==> src/design/rfsi_pkg.sv <==
// shared constants for the ring fifo with search and indexed access
// operation and status codes, register map, stream field positions
// no dependencies
package rfsi_pkg;

    localparam int DEF_MAX_SLOTS         = 16;
    localparam int DEF_MAX_ELEMENT_BYTES = 8;

    // stream field widths
    localparam int FUNC_W   = 3;
    localparam int VALUE_W  = 64;
    localparam int OFFSET_W = 4;
    localparam int STATUS_W = 3;
    localparam int COUNT_W  = 4;

    // tdata layouts, lowest field first, padded to whole bytes
    localparam int S_TDATA_W = 72;
    localparam int M_TDATA_W = 80;
    localparam int S_FUNC_LSB   = 0;
    localparam int S_VALUE_LSB  = 3;
    localparam int S_OFFSET_LSB = 67;
    localparam int M_PAD_W      = 5;

    // configuration register map
    localparam int APB_ADDR_W = 3;
    localparam int APB_DATA_W = 32;
    localparam int SLOTS_W    = 5;
    localparam int EBYTES_W   = 4;
    localparam logic REG_SLOTS_IN_USE  = 1'b0;
    localparam logic REG_ELEMENT_BYTES = 1'b1;
    localparam logic [SLOTS_W-1:0]  SLOTS_RESET  = 5'd16;
    localparam logic [EBYTES_W-1:0] EBYTES_RESET = 4'd8;

    // operation codes
    localparam logic [FUNC_W-1:0] FUNC_PUSH      = 3'd0;
    localparam logic [FUNC_W-1:0] FUNC_POP       = 3'd1;
    localparam logic [FUNC_W-1:0] FUNC_SEARCH    = 3'd2;
    localparam logic [FUNC_W-1:0] FUNC_READ      = 3'd3;
    localparam logic [FUNC_W-1:0] FUNC_OVERWRITE = 3'd4;
    localparam logic [FUNC_W-1:0] FUNC_CLEAR     = 3'd5;

    // result status codes
    localparam logic [STATUS_W-1:0] ST_OK        = 3'd0;
    localparam logic [STATUS_W-1:0] ST_FULL      = 3'd1;
    localparam logic [STATUS_W-1:0] ST_EMPTY     = 3'd2;
    localparam logic [STATUS_W-1:0] ST_NOT_FOUND = 3'd3;
    localparam logic [STATUS_W-1:0] ST_RANGE     = 3'd4;

endpackage

==> src/design/ring_fifo_with_search_and_index.sv <==
// ring fifo with search and indexed access: top level with sequencer and config port
// depends on rfsi_pkg and rfsi_mem
//
// usage:
//   s_* stream carries one operation per request (push, pop, search, read at
//   offset, overwrite at offset, clear); m_* stream returns one result per
//   request with status, data, count and free slots after the operation.
//   the apb port sets slots_in_use (address 0, also empties the queue) and
//   element_bytes (address 4); write it only while no request is in flight.
// timing:
//   one request at a time; s_tready is high only while the sequencer is idle.
//   push, overwrite, clear and errors pass through the exec and done states back to idle,
//   pop and read at offset add the rd state between them (one registered store read).
//   search: compares k entries (up to the count) in the srch state, since one
//   shared comparator checks one stored entry per cycle from oldest on.
//   the result is registered onto m_tvalid from the done state, which waits while an earlier result stalls.
// reset: both ring pointers go to zero, config returns to 16 slots of 8 bytes;
//   the store itself is not cleared and only entries inside the count are read.
// stall: a result waits in the output register while m_tready is low; the next
//   request can be taken meanwhile but its result holds until the first leaves.
module ring_fifo_with_search_and_index #(
    parameter int MAX_SLOTS         = rfsi_pkg::DEF_MAX_SLOTS,
    parameter int MAX_ELEMENT_BYTES = rfsi_pkg::DEF_MAX_ELEMENT_BYTES
) (
    input  logic                            clk,
    input  logic                            rst_n,
    // apb configuration
    input  logic                            psel,
    input  logic                            penable,
    input  logic                            pwrite,
    input  logic [rfsi_pkg::APB_ADDR_W-1:0] paddr,
    input  logic [rfsi_pkg::APB_DATA_W-1:0] pwdata,
    output logic [rfsi_pkg::APB_DATA_W-1:0] prdata,
    output logic                            pready,
    // requests
    input  logic                            s_tvalid,
    output logic                            s_tready,
    input  logic [rfsi_pkg::S_TDATA_W-1:0]  s_tdata,  // func[2:0], value[66:3], offset[70:67]
    // results
    output logic                            m_tvalid,
    input  logic                            m_tready,
    output logic [rfsi_pkg::M_TDATA_W-1:0]  m_tdata   // status[2:0], data[66:3], count[70:67],
                                                      // free_slots[74:71]
);

    localparam int PW = (MAX_SLOTS > 1) ? $clog2(MAX_SLOTS) : 1;
    localparam int NW = $clog2(MAX_SLOTS + 1);
    localparam int EW = 8 * MAX_ELEMENT_BYTES;
    localparam int SW = ((NW > rfsi_pkg::OFFSET_W) ? NW : rfsi_pkg::OFFSET_W) + 1;

    typedef enum logic [2:0] {
        S_IDLE,
        S_EXEC,
        S_RD,
        S_SRCH,
        S_DONE
    } state_t;

    state_t                          state_reg, state_next;
    logic [rfsi_pkg::SLOTS_W-1:0]    slots_reg, slots_next;
    logic [rfsi_pkg::EBYTES_W-1:0]   ebytes_reg, ebytes_next;
    logic [PW-1:0]                   rd_ptr_reg, rd_ptr_next;
    logic [PW-1:0]                   wr_ptr_reg, wr_ptr_next;
    logic                            m_valid_reg, m_valid_next;

    logic [rfsi_pkg::FUNC_W-1:0]     func_reg, func_next;
    logic [EW-1:0]                   val_reg, val_next;
    logic [rfsi_pkg::OFFSET_W-1:0]   off_reg, off_next;
    logic [PW-1:0]                   scan_reg, scan_next;
    logic [NW-1:0]                   left_reg, left_next;
    logic [rfsi_pkg::STATUS_W-1:0]   res_status_reg, res_status_next;
    logic [EW-1:0]                   res_data_reg, res_data_next;
    logic [rfsi_pkg::STATUS_W-1:0]   out_status_reg, out_status_next;
    logic [EW-1:0]                   out_data_reg, out_data_next;
    logic [rfsi_pkg::COUNT_W-1:0]    out_count_reg, out_count_next;
    logic [rfsi_pkg::COUNT_W-1:0]    out_free_reg, out_free_next;

    logic [NW-1:0]                   ring_n;
    logic [rfsi_pkg::EBYTES_W-1:0]   ebytes_eff;
    logic [EW-1:0]                   elem_mask;
    logic [NW-1:0]                   cnt_now;
    logic [SW-1:0]                   idx_sum;
    logic [PW-1:0]                   idx_slot;
    logic                            off_bad;
    logic                            hit;
    logic                            cfg_wr;
    logic                            cfg_idx;

    logic                            mem_wr_en;
    logic [PW-1:0]                   mem_waddr;
    logic                            mem_rd_en;
    logic [PW-1:0]                   mem_raddr;
    logic [EW-1:0]                   mem_rdata;

    function automatic logic [PW-1:0] step_ptr(input logic [PW-1:0] p, input logic [NW-1:0] n);
        logic [PW-1:0] r;
        if (NW'(p) + NW'(1) == n)
        begin
            r = '0;
        end
        else
        begin
            r = p + PW'(1);
        end
        return r;
    endfunction

    rfsi_mem #(
        .DEPTH (MAX_SLOTS),
        .WIDTH (EW)
    ) u_mem (
        .clk   (clk),
        .wr_en (mem_wr_en),
        .waddr (mem_waddr),
        .wdata (val_reg),
        .rd_en (mem_rd_en),
        .raddr (mem_raddr),
        .rdata (mem_rdata)
    );

    // configuration port
    assign pready  = 1'b1;
    assign cfg_idx = paddr[2];
    assign cfg_wr  = psel & penable & pwrite;

    always_comb
    begin
        case (cfg_idx)
            rfsi_pkg::REG_SLOTS_IN_USE:  prdata = rfsi_pkg::APB_DATA_W'(slots_reg);
            rfsi_pkg::REG_ELEMENT_BYTES: prdata = rfsi_pkg::APB_DATA_W'(ebytes_reg);
            default:                     prdata = '0;
        endcase
    end

    // effective ring size and element mask
    always_comb
    begin
        if (slots_reg < rfsi_pkg::SLOTS_W'(2))
        begin
            ring_n = NW'(2);
        end
        else if (32'(slots_reg) > 32'(MAX_SLOTS))
        begin
            ring_n = NW'(MAX_SLOTS);
        end
        else
        begin
            ring_n = NW'(slots_reg);
        end

        if (ebytes_reg == '0)
        begin
            ebytes_eff = rfsi_pkg::EBYTES_W'(1);
        end
        else if (32'(ebytes_reg) > 32'(MAX_ELEMENT_BYTES))
        begin
            ebytes_eff = rfsi_pkg::EBYTES_W'(MAX_ELEMENT_BYTES);
        end
        else
        begin
            ebytes_eff = ebytes_reg;
        end

        for (int i = 0; i < MAX_ELEMENT_BYTES; i++)
        begin
            elem_mask[8*i +: 8] = (ebytes_eff > rfsi_pkg::EBYTES_W'(i)) ? 8'hFF : 8'h00;
        end
    end

    // occupancy, indexed slot and the shared compare
    always_comb
    begin
        if (wr_ptr_reg >= rd_ptr_reg)
        begin
            cnt_now = NW'(wr_ptr_reg - rd_ptr_reg);
        end
        else
        begin
            cnt_now = ring_n - NW'(rd_ptr_reg - wr_ptr_reg);
        end

        idx_sum = SW'(rd_ptr_reg) + SW'(off_reg);
        if (idx_sum >= SW'(ring_n))
        begin
            idx_sum = idx_sum - SW'(ring_n);
        end
        idx_slot = PW'(idx_sum);
        off_bad  = SW'(off_reg) >= SW'(cnt_now);
        hit      = (mem_rdata & elem_mask) == val_reg;
    end

    always_comb
    begin
        state_next      = state_reg;
        slots_next      = slots_reg;
        ebytes_next     = ebytes_reg;
        rd_ptr_next     = rd_ptr_reg;
        wr_ptr_next     = wr_ptr_reg;
        m_valid_next    = m_valid_reg & ~m_tready;
        func_next       = func_reg;
        val_next        = val_reg;
        off_next        = off_reg;
        scan_next       = scan_reg;
        left_next       = left_reg;
        res_status_next = res_status_reg;
        res_data_next   = res_data_reg;
        out_status_next = out_status_reg;
        out_data_next   = out_data_reg;
        out_count_next  = out_count_reg;
        out_free_next   = out_free_reg;
        mem_wr_en       = 1'b0;
        mem_waddr       = wr_ptr_reg;
        mem_rd_en       = 1'b0;
        mem_raddr       = rd_ptr_reg;

        case (state_reg)
            S_IDLE:
            begin
                if (s_tvalid)
                begin
                    func_next  = s_tdata[rfsi_pkg::S_FUNC_LSB +: rfsi_pkg::FUNC_W];
                    val_next   = s_tdata[rfsi_pkg::S_VALUE_LSB +: EW] & elem_mask;
                    off_next   = s_tdata[rfsi_pkg::S_OFFSET_LSB +: rfsi_pkg::OFFSET_W];
                    state_next = S_EXEC;
                end
            end

            S_EXEC:
            begin
                res_status_next = rfsi_pkg::ST_OK;
                res_data_next   = '0;
                state_next      = S_DONE;
                case (func_reg)
                    rfsi_pkg::FUNC_PUSH:
                    begin
                        if (cnt_now == ring_n - NW'(1))
                        begin
                            res_status_next = rfsi_pkg::ST_FULL;
                        end
                        else
                        begin
                            mem_wr_en   = 1'b1;
                            mem_waddr   = wr_ptr_reg;
                            wr_ptr_next = step_ptr(wr_ptr_reg, ring_n);
                        end
                    end
                    rfsi_pkg::FUNC_POP:
                    begin
                        if (cnt_now == '0)
                        begin
                            res_status_next = rfsi_pkg::ST_EMPTY;
                        end
                        else
                        begin
                            mem_rd_en   = 1'b1;
                            mem_raddr   = rd_ptr_reg;
                            rd_ptr_next = step_ptr(rd_ptr_reg, ring_n);
                            state_next  = S_RD;
                        end
                    end
                    rfsi_pkg::FUNC_SEARCH:
                    begin
                        if (cnt_now == '0)
                        begin
                            res_status_next = rfsi_pkg::ST_NOT_FOUND;
                        end
                        else
                        begin
                            mem_rd_en  = 1'b1;
                            mem_raddr  = rd_ptr_reg;
                            scan_next  = step_ptr(rd_ptr_reg, ring_n);
                            left_next  = cnt_now - NW'(1);
                            state_next = S_SRCH;
                        end
                    end
                    rfsi_pkg::FUNC_READ:
                    begin
                        if (off_bad)
                        begin
                            res_status_next = rfsi_pkg::ST_RANGE;
                        end
                        else
                        begin
                            mem_rd_en  = 1'b1;
                            mem_raddr  = idx_slot;
                            state_next = S_RD;
                        end
                    end
                    rfsi_pkg::FUNC_OVERWRITE:
                    begin
                        if (off_bad)
                        begin
                            res_status_next = rfsi_pkg::ST_RANGE;
                        end
                        else
                        begin
                            mem_wr_en = 1'b1;
                            mem_waddr = idx_slot;
                        end
                    end
                    rfsi_pkg::FUNC_CLEAR:
                    begin
                        rd_ptr_next = '0;
                        wr_ptr_next = '0;
                    end
                    default:
                    begin
                        res_status_next = rfsi_pkg::ST_OK;
                    end
                endcase
            end

            S_RD:
            begin
                res_data_next = mem_rdata & elem_mask;
                state_next    = S_DONE;
            end

            // one stored entry compared per cycle while the next one is fetched
            S_SRCH:
            begin
                if (hit)
                begin
                    res_status_next = rfsi_pkg::ST_OK;
                    state_next      = S_DONE;
                end
                else if (left_reg == '0)
                begin
                    res_status_next = rfsi_pkg::ST_NOT_FOUND;
                    state_next      = S_DONE;
                end
                else
                begin
                    mem_rd_en = 1'b1;
                    mem_raddr = scan_reg;
                    scan_next = step_ptr(scan_reg, ring_n);
                    left_next = left_reg - NW'(1);
                end
            end

            S_DONE:
            begin
                if (!m_valid_reg || m_tready)
                begin
                    m_valid_next    = 1'b1;
                    out_status_next = res_status_reg;
                    out_data_next   = res_data_reg;
                    out_count_next  = rfsi_pkg::COUNT_W'(cnt_now);
                    out_free_next   = rfsi_pkg::COUNT_W'(ring_n - NW'(1) - cnt_now);
                    state_next      = S_IDLE;
                end
            end

            default:
            begin
                state_next = S_IDLE;
            end
        endcase

        // a slot count write empties the ring
        if (cfg_wr)
        begin
            case (cfg_idx)
                rfsi_pkg::REG_SLOTS_IN_USE:
                begin
                    slots_next  = pwdata[rfsi_pkg::SLOTS_W-1:0];
                    rd_ptr_next = '0;
                    wr_ptr_next = '0;
                end
                rfsi_pkg::REG_ELEMENT_BYTES:
                begin
                    ebytes_next = pwdata[rfsi_pkg::EBYTES_W-1:0];
                end
                default:
                begin
                    slots_next = slots_reg;
                end
            endcase
        end
    end

    always_ff @(posedge clk or negedge rst_n)
    begin
        if (!rst_n)
        begin
            state_reg   <= S_IDLE;
            slots_reg   <= rfsi_pkg::SLOTS_RESET;
            ebytes_reg  <= rfsi_pkg::EBYTES_RESET;
            rd_ptr_reg  <= '0;
            wr_ptr_reg  <= '0;
            m_valid_reg <= 1'b0;
        end
        else
        begin
            state_reg   <= state_next;
            slots_reg   <= slots_next;
            ebytes_reg  <= ebytes_next;
            rd_ptr_reg  <= rd_ptr_next;
            wr_ptr_reg  <= wr_ptr_next;
            m_valid_reg <= m_valid_next;
        end
    end

    always_ff @(posedge clk)
    begin
        func_reg       <= func_next;
        val_reg        <= val_next;
        off_reg        <= off_next;
        scan_reg       <= scan_next;
        left_reg       <= left_next;
        res_status_reg <= res_status_next;
        res_data_reg   <= res_data_next;
        out_status_reg <= out_status_next;
        out_data_reg   <= out_data_next;
        out_count_reg  <= out_count_next;
        out_free_reg   <= out_free_next;
    end

    assign s_tready = (state_reg == S_IDLE);
    assign m_tvalid = m_valid_reg;
    assign m_tdata  = {{rfsi_pkg::M_PAD_W{1'b0}}, out_free_reg, out_count_reg,
                       rfsi_pkg::VALUE_W'(out_data_reg), out_status_reg};

endmodule

==> src/design/rfsi_mem.sv <==
// element store of the ring: one write port, one read port, registered read data
// no package dependencies
module rfsi_mem #(
    parameter int DEPTH = 16,
    parameter int WIDTH = 64
) (
    input  logic                     clk,
    input  logic                     wr_en,
    input  logic [$clog2(DEPTH)-1:0] waddr,
    input  logic [WIDTH-1:0]         wdata,
    input  logic                     rd_en,
    input  logic [$clog2(DEPTH)-1:0] raddr,
    output logic [WIDTH-1:0]         rdata
);

    logic [WIDTH-1:0] mem [DEPTH];
    logic [WIDTH-1:0] rdata_reg;

    always_ff @(posedge clk)
    begin
        if (wr_en)
        begin
            mem[waddr] <= wdata;
        end
    end

    always_ff @(posedge clk)
    begin
        if (rd_en)
        begin
            rdata_reg <= mem[raddr];
        end
    end

    assign rdata = rdata_reg;

endmodule

==> config.mk <==
export PLATFORM = sky130hd
export DESIGN_NAME = ring_fifo_with_search_and_index
export DESIGN_NICKNAME = d
export VERILOG_FILES = /design/src/design/rfsi_pkg.sv /design/src/design/ring_fifo_with_search_and_index.sv /design/src/design/rfsi_mem.sv
export SDC_FILE = /design/constraint.sdc
export NUM_CORES = 2
export LEC_CHECK = 0
export BUFFER_PORTS_ARGS = -buffer_cell sky130_fd_sc_hd__buf_4
export CAP_MARGIN = 40
export CORE_MARGIN = 3
export CORE_UTILIZATION = 59
export CTS_BUF_LIST = sky130_fd_sc_hd__clkbuf_8
export DETAILED_ROUTE_END_ITERATION = 16
export GPL_TIMING_DRIVEN = 0
export PLACE_DENSITY = 0.77
export SYNTH_ARGS = -nofsm -noshare
export SYNTH_HDL_FRONTEND = slang
export SYNTH_HIERARCHICAL = 1
export SYNTH_SLANG_ARGS = --single-unit
==> constraint.sdc <==
create_clock -name clk -period 11.94 [get_ports clk]
set_clock_uncertainty 0.05 [all_clocks]
set_input_delay 2.388 -clock clk [delete_from_list [all_inputs] [get_ports clk]]
set_output_delay 2.388 -clock clk [all_outputs]
set_load 0.1 [all_outputs]
Yosys cells after proc, flatten, opt, wreduce, memory -nomap -nowiden
Memories as Yosys holds them, arrays and structs flattened. A register that Yosys moved wholly into a read port is not among the register bits. Index checks and enable logic that the tools add are counted. Widths: inputs -> output; s select.

Bits of input ports: 114. Register bits: 243. Memories kept: 1. Output and inout port bits: 115. Memory bits (writable): 1024.

Memories: u_mem.mem (depth 16, bits a word 64, read ports 1, clocked after memory_dff 1, write ports 1, line rfsi_mem.sv:16) `logic [WIDTH-1:0] mem [DEPTH];`.

Bitwise operators: 7. Reductions and logical operators: 18. $lt $le $gt $ge: 14. $add $sub $neg: 15. Equality and inequality tests: 21. Multiplexer cells: 77.

Operators by type and width (count): $and 64x64->64 (2); $pmux 64 s2 (1); $mux 4 (25); $eq 64x64->1 (1); $mux 8 (8); $pmux 32 s2 (1); $mux 5 (7); $pmux 4 s2 (4); $mux 3 (10); $eq 5x5->1 (4); $gt 4x3->1 const B (4); $add 4x1->5 const B (3); $pmux 3 s5 (1); $sub 5x1->5 const B (3); $add 4x1->4 const B (3); $eq 3x2->1 const B (4); $pmux 3 s4 (1); $mux 1 (11); $logic_not 5->1 (2); $ne 2x2->1 const B (5); $pmux 5 s2 (1); $reduce_and 2->1 (5); $sub 4x4->5 (2); $eq 3x3->1 const B (3); 28 further kinds (41).

Logic depth before layout (Yosys ltp)
Word-level depth: 11. Gate-level depth with buffers: 25.

By module
The synthesis kept the hierarchy.

Modules (own cells, without submodules): rfsi_mem (times used 1, cells an instance 1647, area each 40223.6 um^2); ring_fifo_with_search_and_index (times used 1, cells an instance 956, area each 11928.9 um^2).

Least setup slack after synthesis
No wires, ideal clock.

Path type: reg2reg. Start point: reg slots_reg[4] (netlist name). End point: mem u_mem.mem[0][0], enable pin. Path buffers: 2. Data required time: 11.325 ns. Setup time: 0.565 ns. Path slack: 2.470 ns. Cell stages (with the launch flop): 18. Arrival: 8.856 ns. Cell sequence: dfstp_2 > clkbuf_1 > clkinv_1 > o21ai_1 > fa_1 > inv_1 > fa_1 > mux2i_1 > ha_1 > o21ai_0 > a21oi_1 > a221o_1 > nand2_1 > and4b_1 > clkbuf_1 > mux2i_1 > or3b_2 > nor3_1.

Elaborated cells between the ends (all ways): 21. Classes of those cells: add/sub: 3; order compare: 4; eq/ne: 1; mux: 13.

RTL lines: start: declaration (line ring_fifo_with_search_and_index.sv:60) `logic [rfsi_pkg::SLOTS_W-1:0] slots_reg, slots_next;`; start signal: assignment (line ring_fifo_with_search_and_index.sv:387) `slots_reg <= rfsi_pkg::SLOTS_RESET;`; start signal: assignment (line ring_fifo_with_search_and_index.sv:396) `slots_reg <= slots_next;`; $gt 5x5->1 (line ring_fifo_with_search_and_index.sv:142) `else if (32'(slots_reg) > 32'(MAX_SLOTS))`; $mux 5 (line ring_fifo_with_search_and_index.sv:142); $mux 5 (*) (line ring_fifo_with_search_and_index.sv:138) `if (slots_reg < rfsi_pkg::SLOTS_W'(2))`; $sub 5x5->5 (line ring_fifo_with_search_and_index.sv:179) `cnt_now = ring_n - NW'(rd_ptr_reg - wr_ptr_reg);`; $mux 5 (line ring_fifo_with_search_and_index.sv:173) `if (wr_ptr_reg >= rd_ptr_reg)`; $ge 4x5->1 (line ring_fifo_with_search_and_index.sv:188) `off_bad = SW'(off_reg) >= SW'(cnt_now);`; $mux 4 (*) (line ring_fifo_with_search_and_index.sv:291) `if (off_bad)`; $mux 4 (*); $mux 4 (*) (line ring_fifo_with_search_and_index.sv:216) `case (state_reg)`; via mem_waddr[2] (line ring_fifo_with_search_and_index.sv:90) `logic [PW-1:0] mem_waddr;`; end: declaration (line rfsi_mem.sv:16).

Mark *: on every way through the listed nets, which the timed path passes. The rest lies on a longest branch.

Final worst setup path
Start point: reg slots_reg[4] (netlist name). End point: reg u_mem.rdata_reg[8], in the netlist u_mem/rdata[8], read port of u_mem.mem (data pin).

Word-level cells in the longest chain between the ends: 9. Elaborated cells between the ends (all ways): 18. Classes of those cells: add/sub: 2; order compare: 4; mux: 11; reduce/logical: 1.

Ends and longest elaborated chain: $gt 5x5->1 (line ring_fifo_with_search_and_index.sv:142); $mux 5 (line ring_fifo_with_search_and_index.sv:142); $mux 5 (*) (line ring_fifo_with_search_and_index.sv:138); $sub 5x5->5 (*) (line ring_fifo_with_search_and_index.sv:179); $mux 5 (*) (line ring_fifo_with_search_and_index.sv:173); via cnt_now[2] (line ring_fifo_with_search_and_index.sv:81) `logic [NW-1:0] cnt_now;`; $ge 4x5->1 (*) (line ring_fifo_with_search_and_index.sv:188); $mux 4 (*) (line ring_fifo_with_search_and_index.sv:278) `if (off_bad)`; $mux 4 (*); $pmux 4 s2 (*) (line ring_fifo_with_search_and_index.sv:216); via mem_raddr[1] (line ring_fifo_with_search_and_index.sv:92) `logic [PW-1:0] mem_raddr;`; end: declaration (line rfsi_mem.sv:17) `logic [WIDTH-1:0] rdata_reg;`.

Marked as above. A chain may end at the register's enable or synchronous reset.

==> metrics.txt <==
share of cells above drive strength 1=0.267; DP Area=56400 µm²; Leakage=20.1 nW; ys flop type=edfxtp_1; WP buf/inv=8; Fill cells=5247; CP required=12470 ps; Synth async-reset ratio=0.0158; Root Driver=clkbuf_8; non-filler cells, final=4403; setup repair bufs after CTS=0; post-synth top area cell=edfxtp_1; core area=87200 µm²; final setup TNS=0 ps; Mapped Area=52200 µm²; cell row count=108; Cells after DPL=4037; Layout area overhead=15.1%; Int Pwr=9.35 mW; pre-CTS setup slack=4170 ps; Post-synth EDFFs=1310; Post-CTS Hold Buffers=0; Final Max Slew Viols=0; vias=28000; post-DR wirelength/cell=28.9 µm; height of the die=303 µm; metal2 WL=61400 µm; top cells by count, synth=edfxtp_1 (1310), mux4_2 (256), a22oi_1 (132); setup ws final=3970 ps; DR WL met3=14900 µm; slew at the pin closest to its max-slew limit=961 ps; WL met1=46100 µm; CTS sink count=1331; vias in the first global route=28700; # DRC=0; Design Area, Final=60000 µm²; Detail Route Antenna Nets=0; RD Place Congestion=0.879; Setup Crit Path Kind=reg -> reg; Port Buffers=156; grt total ovfl=0; count leader, synth=edfxtp_1; Critical Path Fanout Max=10; first-pass GRT wire length=186000 µm; H-tree levels=4; endpoints failing setup=0; sequential power share=0.449; Top Ports=229; clock latency on the worst-skew pair=870 ps; fmax=125 MHz; Total Power=14.3 mW; Hold Fails Final Rpt=0; nets=3233; Yosys reg bits=1331; Biggest register=u_mem/mem; hold_ws=367 ps; top routing layer in use=met5; largest net degree at the start of global routing=46; Pwr Density=238 nW/µm²; Sw Share=0.345; Total Wirelength=127000 µm; post-cts sizing count=0; Critical Path Source Type=flop; Peak VDD IR=0.227 mV; slew margin rel.=0.354; GRT Resource Usage Total=0.283; Die ar.=92000 µm²; Max clock buf depth=3; Clock Power Share=0.237; YS warnings=6; Largest register FFs=1024; CTS tree=done; Switching Power=4.91 mW; Combinational Power Share=0.314; RSZ-0062 raised after global routing=false; Clk pin slew, worst setup/hold paths=60 ps; synthesized instance count=2603; initial antenna violation count=5; WP data arrival=8500 ps; CP endpoint kind=flop; top-area cell type share of the netlist area=0.754; status=completed; Iter 0 DRT Violations=3829; DR pass1 iterations=6; Largest stage delay, worst path=720 ps; Seq/Total Area, Yosys=0.764; # Max-Cap Violations=0; total CTS buffers=198; syn_area_per_cell=20.0 µm²; Worst path top cell family by delay=buffers and inverters; top post-synthesis cells by area=edfxtp_1 (75%), mux4_2 (11%), a22oi_1 (1.9%); Starting Density=0.598; Vias/cell=6.35; DPL Wire Length=84700 µm; Final period util=0.668; Layout Utilization=0.689; Period minus WS final=7970 ps; Synth cell types=75; critical path's slowest cell=o221ai_1; worst hold path type=reg -> reg; Die W=303 µm
==> metal layers <==
metal / vias to the layer above / global-route usage
met2: 1829 / 0.446
li1: 11600 / -
met5: - / 0
met4: 4 / 0.109
met1: 14300 / 0.390
met3: 287 / 0.0715
==> power by group through the flow <==
stage / Sequential, mW / Combinational (mW) / Clock (mW)
floorplan: 6.86 / 2.65 / 0
global placement: 6.51 / 4.21 / 0
detailed placement: 6.49 / 4.44 / 0
CTS: 6.40 / 4.47 / 3.44
global route: 6.46 / 4.74 / 3.65
finish: 6.41 / 4.48 / 3.38
==> cell usage in the layout (no fill, tap or decap), drive strengths merged, types with 42 or more instances in the layout <==
| cell | n |
|---|---|
| edfxtp | 1310 |
| buf | 333 |
| clkbuf | 275 |
| mux4 | 256 |
| a22oi | 132 |
| inv | 122 |
| nand2 | 109 |
| clkinv | 74 |
| and2 | 67 |
| nor2 | 63 |
| and3 | 42 |
==> logic make-up (layout without fill, tap and decap cells) <==
kind of cell               after synthesis  in the layout  share of synthesized area
AOI/OAI and AO/OA                      282            282                     0.0384
xor gates and xnor gates                66             66                     0.0111
adders and majority gates               37             37                     0.0100
buffers and inverters                  203            813                     0.0199
DFF                                   1331           1331                      0.764
muxes                                  281            281                      0.116
other                                    2             37                   0.000144
and+or+nand+nor                        401            401                     0.0403
==> worst paths after layout <==
path,startpoint,to,slack [ps],cells after the start
max reg2reg,slots_reg[4]$_DFFE_PN1P_,u_mem/rdata[8]$_DFFE_PP_,3970,25
max,slots_reg[4]$_DFFE_PN1P_,u_mem/rdata[8]$_DFFE_PP_,3970,25
min reg2reg,res_data_reg[31]$_SDFFCE_PN0P_,out_data_reg[31]$_DFFE_PP_,370,0
max in group asynchronous,rst_n,ebytes_reg[3]$_DFFE_PN1P_,10160,1
min,res_data_reg[31]$_SDFFCE_PN0P_,out_data_reg[31]$_DFFE_PP_,370,0
min in group asynchronous,rst_n,rd_ptr_reg[3]$_DFF_PN0_,1380,1
==> cell type report <==
type                       count  area [µm²]  share of cell area
antenna                        4        10.0            0.000167
buffer                       158         870              0.0145
tap                         1155        1450              0.0241
timing repair buffer         248        2560              0.0426
multi-input combinational   1100       11500               0.192
sequential                  1331       39900               0.664
clock inverter               160         841              0.0140
clock buffer                 202        2780              0.0463
inverter                      45         171             0.00285
Power figures use the tool's default switching activity.
